**src/rtl/core/srtci_pkg.sv**
```systemverilog
package srtci_pkg;

	localparam int FIELD_W        = 16;
	localparam int INDEX_BITS_DEF = 16;
	localparam logic [FIELD_W-1:0] NODE_COUNT_RST = 16'd1;

endpackage

```
**src/rtl/core/srtci_level.sv**
```systemverilog
module srtci_level #(
	parameter int W  = srtci_pkg::INDEX_BITS_DEF,
	parameter int HW = $clog2(srtci_pkg::INDEX_BITS_DEF + 1)
) (
	input  logic          clk,
	input  logic          arst_n,
	input  logic          in_valid,
	input  logic          in_done,
	input  logic [W-1:0]  in_rank,
	input  logic [W-1:0]  in_lo,
	input  logic [W-1:0]  in_n,
	input  logic [HW-1:0] in_h,
	input  logic [W-1:0]  in_idx,
	output logic          out_valid,
	output logic          out_done,
	output logic [W-1:0]  out_rank,
	output logic [W-1:0]  out_lo,
	output logic [W-1:0]  out_n,
	output logic [HW-1:0] out_h,
	output logic [W-1:0]  out_idx
);
	import srtci_pkg::*;

	logic [W:0]   half, quad, left_ext;
	logic [W+1:0] lhs, rhs;
	logic         short_last;
	logic [W-1:0] left, root;
	logic         hit, go_left;

	// root rank of the current subtree
	always_comb begin
		half       = (in_h == '0) ? '0 : ((W+1)'(1) << (in_h - HW'(1)));
		quad       = half >> 1;
		lhs        = (W+2)'(in_n) + (W+2)'(1);
		rhs        = (W+2)'(half) + (W+2)'(quad);
		short_last = lhs < rhs;
		left_ext   = short_last ? ((W+1)'(in_n) + quad - half) : (half - (W+1)'(1));
		left       = (in_h == '0) ? '0 : W'(left_ext);
		root       = in_lo + left;
		hit        = in_rank == root;
		go_left    = in_rank < root;
	end

	always_ff @(posedge clk or negedge arst_n) begin
		if (!arst_n) begin
			out_valid <= 1'b0;
		end else begin
			out_valid <= in_valid;
		end
	end

	always_ff @(posedge clk) begin
		out_rank <= in_rank;
		if (in_done || hit) begin
			out_done <= 1'b1;
			out_lo   <= in_lo;
			out_n    <= in_n;
			out_h    <= in_h;
			out_idx  <= in_idx;
		end else if (go_left) begin
			out_done <= 1'b0;
			out_lo   <= in_lo;
			out_n    <= left;
			out_h    <= in_h - HW'(1);
			out_idx  <= W'({in_idx, 1'b1});
		end else begin
			out_done <= 1'b0;
			out_lo   <= root + W'(1);
			out_n    <= in_n - left - W'(1);
			out_h    <= in_h - (short_last ? HW'(2) : HW'(1));
			out_idx  <= W'({in_idx + W'(1), 1'b0});
		end
	end

endmodule
```
**config.mk**
```make
export PLATFORM = sky130hd
export DESIGN_NAME = srtci_level
export DESIGN_NICKNAME = d
export VERILOG_FILES = /design/src/rtl/core/srtci_pkg.sv /design/src/rtl/core/srtci_level.sv
export SDC_FILE = /design/constraint.sdc
export NUM_CORES = 1
export LEC_CHECK = 0
export BUFFER_PORTS_ARGS = -buffer_cell sky130_fd_sc_hd__buf_2
export CORE_MARGIN = 5
export CORE_UTILIZATION = 45
export CTS_CLUSTER_DIAMETER = 30
export DETAILED_ROUTE_END_ITERATION = 8
export PLACE_DENSITY = 0.72
export SYNTH_ARGS = -nofsm -noshare
export SYNTH_HDL_FRONTEND = slang
export SYNTH_SLANG_ARGS = --single-unit
```
**constraint.sdc**
```tcl
create_clock -name clk -period 0.8 [get_ports clk]
set_input_delay 0.04 -clock clk [delete_from_list [all_inputs] [get_ports clk]]
set_output_delay 0.04 -clock clk [all_outputs]
set_load 0.05 [all_outputs]
```
==> results.toml, run 1 <==
[clock_tree]
cts_inserted_buffers = 9
cts-root-buf = "clkbuf_16"
htreeDepth = 3
clock_path_buffers = 2
cts_num_sinks = 71

[grt]
overflow = 10
antenna_found_initial = 11
grt_max_degree = 22
grtUsageTotal = 0.733

[logic_synthesis]
async_reset_ff_frac = 0.0141
synth-seq-area-share = 0.173
synthesis.area_sq_um = 8220
synthesis.nets = 1268
avgSynthCellArea_sq_um = 7.84
netlist-cell-type-count = 76
synth_top_area_frac = 0.193
synth_top_cell_by_area = "ha_1"
ys_warn_count = 0
synthTopCellsByArea = "ha_1, dfxtp_1, xnor2_1"
ys_top_cells_by_count = "ha_1, inv_1, nand2_1, nor2_1, xnor2_1"
yosys_register_bits = 71
synth_cells = 1049
synth_edf_count = 0
synth_most_common_cell = "ha_1"
synth_flop_cell = "dfxtp_1"

[placed_design]
dp_slack_ns = -8.36
place_hpwl_mm = 22.1
finalWeightedCongestion = 0.909
portBuffers = 143
dp.cells = 1734
place_area_sq_um = 12000

[floorplan]
die_w_um = 145
initial_core_util = 0.458
rows = 49
ios = 144
die_h_um = 145

[outcome]
status = "did not finish"
haltStage = "5_1_grt"
tool.error = "[ERROR GRT-0232] Routing congestion too high. Check the congestion heatmap in the GUI."

[timing]
grt-worst-endpoint = "out_idx[5]$_DFF_P_/D"
worst_endpoint_kind = "register data pin"
-- per-layer routing --
metal / GRT overflow / global-route usage
met1: 1 / 0.705
met2: 5 / 0.857
met3: 0 / 0.644
met4: 4 / 0.758
met5: 0 / 0.357
-- through the flow --
stage | utilization | setup TNS [ns]
after detailed placement | 0.670 | -436.80
after floorplan | - | -389.25
after global placement | 0.670 | -421.93
after CTS | 0.801 | -398.80
-- cell families after synthesis --
| logic type | count (synthesis) | share of synthesized area |
|---|---|---|
| adder cells (fa/ha/maj) | 146 | 0.239 |
| AO/OA/AOI/OAI | 255 | 0.204 |
| flip-flops | 71 | 0.173 |
| AND/OR/NAND/NOR | 321 | 0.188 |
| multiplexers | 12 | 0.0151 |
| XOR/XNOR | 108 | 0.116 |
| buffers and inverters | 136 | 0.0638 |
-- what timing repair did --
item / 4_1_cts
setup buffers: 66
endpoints found under the hold margin: 30
resized for setup: 384
gates cloned: 3
pin swaps: 70
hold buffers: 31
setup endpoints to repair: 125
==> inputs of run 2 (changes only) <==
Settings changed: CORE_UTILIZATION 45 to 30, CTS_CLUSTER_DIAMETER 30 to unset, PLACE_DENSITY 0.72 to unset, PLACE_DENSITY_LB_ADDON set to 0.15.
Clock period 0.8 ns to 1.04 ns, I/O delays scaled along.
==> results.toml, run 2 <==
[worst_setup_path]
cp_slowest_cell = "or4_1"
crit_path_end_kind = "flop"
startpoint_type = "primary input"
cpMostUsedCell = "a21oi_2"
slowest_delay_ns = 0.52
critical_path_class = "in2reg"
crit_arrival_ns = 8.65
crit_buf_inv = 4
crit_family = "compound AO/OA/AOI/OAI gates"
crit_required_ns = 1.28
timing.critical_path.fanout_max = 7

[grt]
overflow = 0
grt_pass1_wl_mm = 45.4
grt_max_degree = 18
grtUsageTotal = 0.180
antenna_found_initial = 0
grt_pass1_vias = 9146

[clock_tree]
clock_path_buffers = 2
path_clk_slew_ns = 0.06
tritoncts = "yes"
htreeDepth = 3
cts_num_sinks = 71
cts_inserted_buffers = 9
cts-root-buf = "clkbuf_16"

[layout]
fillers = 2560
num_antenna_cells = 0
final_cell_mix = "buf_4, buf_2, ha_1"
fin_nets = 1830
final_common_cell = "buf_4"
fin_util = 0.525
synthToLayoutAreaGrowth_pct = 72.0
drive_gt1_frac = 0.443

[timing]
rsz0062_at_grt = "yes"
tns_ns = -391.41
tightest_slew_ns = 0.780
timing.final.crit_share = 8.09
setup_violations = 54
fin_crit_ns = 8.41
max_freq_mhz = 119
setup_slack_ns = -7.37
slew_headroom = 0.467
finalHoldViolCount = 0
slew_violations = 0

[logic_synthesis]
synth_top_area_frac = 0.193
synth_flop_cell = "dfxtp_1"
async_reset_ff_frac = 0.0141
synthTopCellsByArea = "ha_1, dfxtp_1, xnor2_1"
synth_most_common_cell = "ha_1"
netlist-cell-type-count = 76
ys_top_cells_by_count = "ha_1, inv_1, nand2_1, nor2_1, xnor2_1"
synthesis.area_sq_um = 8220
synth_cells = 1049
avgSynthCellArea_sq_um = 7.84
synth_top_cell_by_area = "ha_1"
synth_edf_count = 0
synth-seq-area-share = 0.173
synthesis.nets = 1268
yosys_register_bits = 71
ys_warn_count = 0

[placed_design]
dp_slack_ns = -8.07
finalWeightedCongestion = 0.879
portBuffers = 143
place_hpwl_mm = 23.1

[drt]
ant_nets = 0
wl_per_cell_um = 14.6
drc = 0
wl_mm = 28.6
drt_iter0_drc = 303
routed_via_density = 4.62
first_pass_iters = 4
num_vias = 9040

[floorplan]
die_w_um = 176
die_area_sq_um = 30800
core_region_area_sq_um = 27000
rows = 60
die_h_um = 176
ios = 144
initial_core_util = 0.305

[outcome]
violations = "negative setup slack"
status = "complete, but fails checks"

[power]
power_uw = 27300
peakVddDrop_v = 0.00102
power_density_nw_per_um2 = 1930
p_leak_uw = 0.00705

[min_path]
hold_class = "in2async"

[run]
drv_cap = 0
## run 2: cell counts after synthesis
No cell type changed its count.
## run 2: path summary, 6_finish.rpt
kind / startpoint / endpoint / cells past startpoint
hold / removal: arst_n / out_valid$_DFF_PN0_ / 2
min in group clk: in_lo[6] / out_lo[6]$_DFF_P_ / 3
setup / recovery: in_h[1] / out_n[15]$_DFF_P_ / 48
max in group asynchronous: arst_n / out_valid$_DFF_PN0_ / 2
## run 2: stage by stage
step                instance area (sq um)  std cells  hold WS [ns]
floorplan                            8630       1049        -0.244
global placement                    12300       1860        -0.174
detailed placement                  12300       1860        -0.173
CTS                                 13600       1939       0.00148
global route                        14100       1957        0.0166
finish                              14100       1957        0.0159
## run 2: power breakdown
part	internal [uW]	leakage (uW)	switching, uW
combinational	9740	0.00630	10600
sequential	3490	0.000602	198
clock	1980	0.000152	1260
## run 2: per-layer routing
layer,share of wire,track usage
met1,0.46,0.234
met2,0.49,0.323
met3,0.032,0.0155
met4,0.021,0.0461
met5,0,0
## run 2: timing repair
action,4_1_cts,5_1_grt
hold endpoints to repair,27,0
resized for setup,85,92
endpoints found under the setup margin,55,55
pin swaps,30,85
setup buffers,30,19
cloned,7,2
hold buffers,27,0
## run 2: cell families (layout without fill, tap and decap cells)
group | count (synthesis) | count (layout) | share of synthesized area
flip-flops | 71 | 71 | 0.173
AO/OA/AOI/OAI | 255 | 255 | 0.204
adder cells (fa/ha/maj) | 146 | 146 | 0.239
AND/OR/NAND/NOR | 321 | 323 | 0.188
XOR/XNOR | 108 | 108 | 0.116
buffers and inverters | 136 | 701 | 0.0638
multiplexers | 12 | 12 | 0.0151
## run 2: layout make-up
class / instances / area (sq um) / share of cell area
clock buffers: 11 / 253 / 0.0179
clock inverters: 5 / 56.3 / 0.00398
flip-flops and latches: 71 / 1430 / 0.101
well taps: 341 / 427 / 0.0302
multi-input cells: 844 / 7110 / 0.503
repair buffers: 573 / 4410 / 0.312
inverters: 112 / 455 / 0.0322
Power figures use the tool's default switching activity.
==> inputs of run 3 (changes only) <==
Settings changed: TNS_END_PERCENT set to 20.
==> results.toml, run 3 (synthesis gave the netlist of run 2 again) <==
[outcome]
status = "complete, but fails checks"
violations = "negative setup slack"

[power]
p_leak_uw = 0.00686
seq_power_share = 0.146
p_sw_uw = 11100
peakVddDrop_v = 0.000936
clockPowerShare = 0.136
p_int_uw = 14000
netSwitchingFraction = 0.441
combPwrFrac = 0.718
power_density_nw_per_um2 = 1840

[grt]
grt_pass1_wl_mm = 44.3
grtUsageTotal = 0.175
grt_pass1_vias = 8943
grt_max_degree = 37
overflow = 0
antenna_found_initial = 0

[worst_setup_path]
timing.critical_path.fanout_max = 8
crit_required_ns = 1.27
startpoint_type = "primary input"
cpMostUsedCell = "a21oi_2"
cp_slowest_cell = "or4_1"
slowest_delay_ns = 0.47
critical_path_class = "in2reg"
crit_path_end_kind = "flop"
crit_arrival_ns = 8.61

[placed_design]
finalWeightedCongestion = 0.905
portBuffers = 143
place_hpwl_mm = 23.3
dp_slack_ns = -8.11

[floorplan]
die_h_um = 176
die_area_sq_um = 30800
ios = 144
initial_core_util = 0.305
rows = 60
core_region_area_sq_um = 27000
die_w_um = 176

[drt]
wl_mm = 27.3
routed_via_density = 4.59
ant_nets = 0
first_pass_iters = 4
wl_per_cell_um = 14.1
num_vias = 8900
drc = 0
drt_iter0_drc = 296

[layout]
fin_nets = 1810
num_antenna_cells = 0
final_common_cell = "buf_4"
multi_input_area_sq_um = 6890
drive_gt1_frac = 0.417
synthToLayoutAreaGrowth_pct = 65.5
final_cell_mix = "buf_4, buf_2, ha_1"
register_area_sq_um = 1430
fillers = 2612

[clock_tree]
htreeDepth = 3
tritoncts = "yes"
path_clk_slew_ns = 0.06
cts-root-buf = "clkbuf_16"
cts_inserted_buffers = 9
cts_num_sinks = 71
clock_path_buffers = 2

[timing]
timing.final.crit_share = 8.06
rsz0062_at_grt = "yes"
tns_ns = -387.41
slew_headroom = 0.699
max_freq_mhz = 119
setup_violations = 54
slew_violations = 0
setup_slack_ns = -7.34
tightest_slew_ns = 0.449
fin_crit_ns = 8.38
finalHoldViolCount = 0

[run]
drv_cap = 0

[min_path]
hold_class = "in2async"
run 3: power groups by stage:
stage | registers (uW) | logic [uW] | clock network, uW
final | 3670 | 18000 | 3410
after global routing | 3760 | 19600 | 3630
after CTS | 3690 | 17500 | 3500
after detailed placement | 3740 | 15900 | 0
after global placement | 3760 | 15800 | 0
after floorplan | 6480 | 7440 | 0
run 3: cell type report:
| type | instances | area share |
|---|---|---|
| clock inverters | 5 | 0.00579 |
| flip-flops and latches | 71 | 0.105 |
| inverters | 112 | 0.0340 |
| repair buffers | 555 | 0.300 |
| multi-input cells | 842 | 0.506 |
| well taps | 341 | 0.0313 |
| clock buffers | 11 | 0.0186 |
run 3: metal layers:
metal,routed length [um],up-vias,global-route usage
li1,-,4717,-
met1,12900,4057,0.233
met2,13400,115,0.315
met3,803,11,0.0153
met4,267,0,0.0299
met5,0,-,0
run 3: per-stage QoR:
stage	hold slack, ns	power [uW]	area (sq um)	utilization	cells
floorplan	-0.244	13900	8550	-	1049
global placement	-0.174	19500	12300	0.455	1863
detailed placement	-0.173	19600	12300	0.455	1863
CTS	0.00558	24700	13400	0.495	1931
global route	0.0188	27000	13600	0.505	1937
finish	0.0161	25100	13600	0.505	1937
run 3: what timing repair did:
| action | 4_1_cts | 5_1_grt |
|---|---|---|
| pin swaps | 37 | 43 |
| endpoints found under the setup margin | 54 | 54 |
| buffers inserted | 22 | 6 |
| gates resized for setup | 76 | 55 |
| cloned | 3 | 0 |
| hold buffers | 27 | 0 |
| hold endpoints to repair | 27 | 0 |
run 3: worst paths after layout:
check	cells past startpoint	endpoint	startpoint	slack, ns
min in group clk	3	out_lo[5]$_DFF_P_	in_lo[5]	0.02
max in group asynchronous	2	out_valid$_DFF_PN0_	arst_n	0.94
hold / removal	2	out_valid$_DFF_PN0_	arst_n	0.02
setup / recovery	50	out_n[15]$_DFF_P_	in_h[1]	-7.34
run 3: worst max-delay path: cells and delay by family:
family	cells	cell delay [ns]
adder cells (fa/ha/maj)	5	1.43
AND/OR/NAND/NOR	13	1.94
buffers and inverters	5	0.50
XOR/XNOR	4	0.71
AO/OA/AOI/OAI	23	3.96
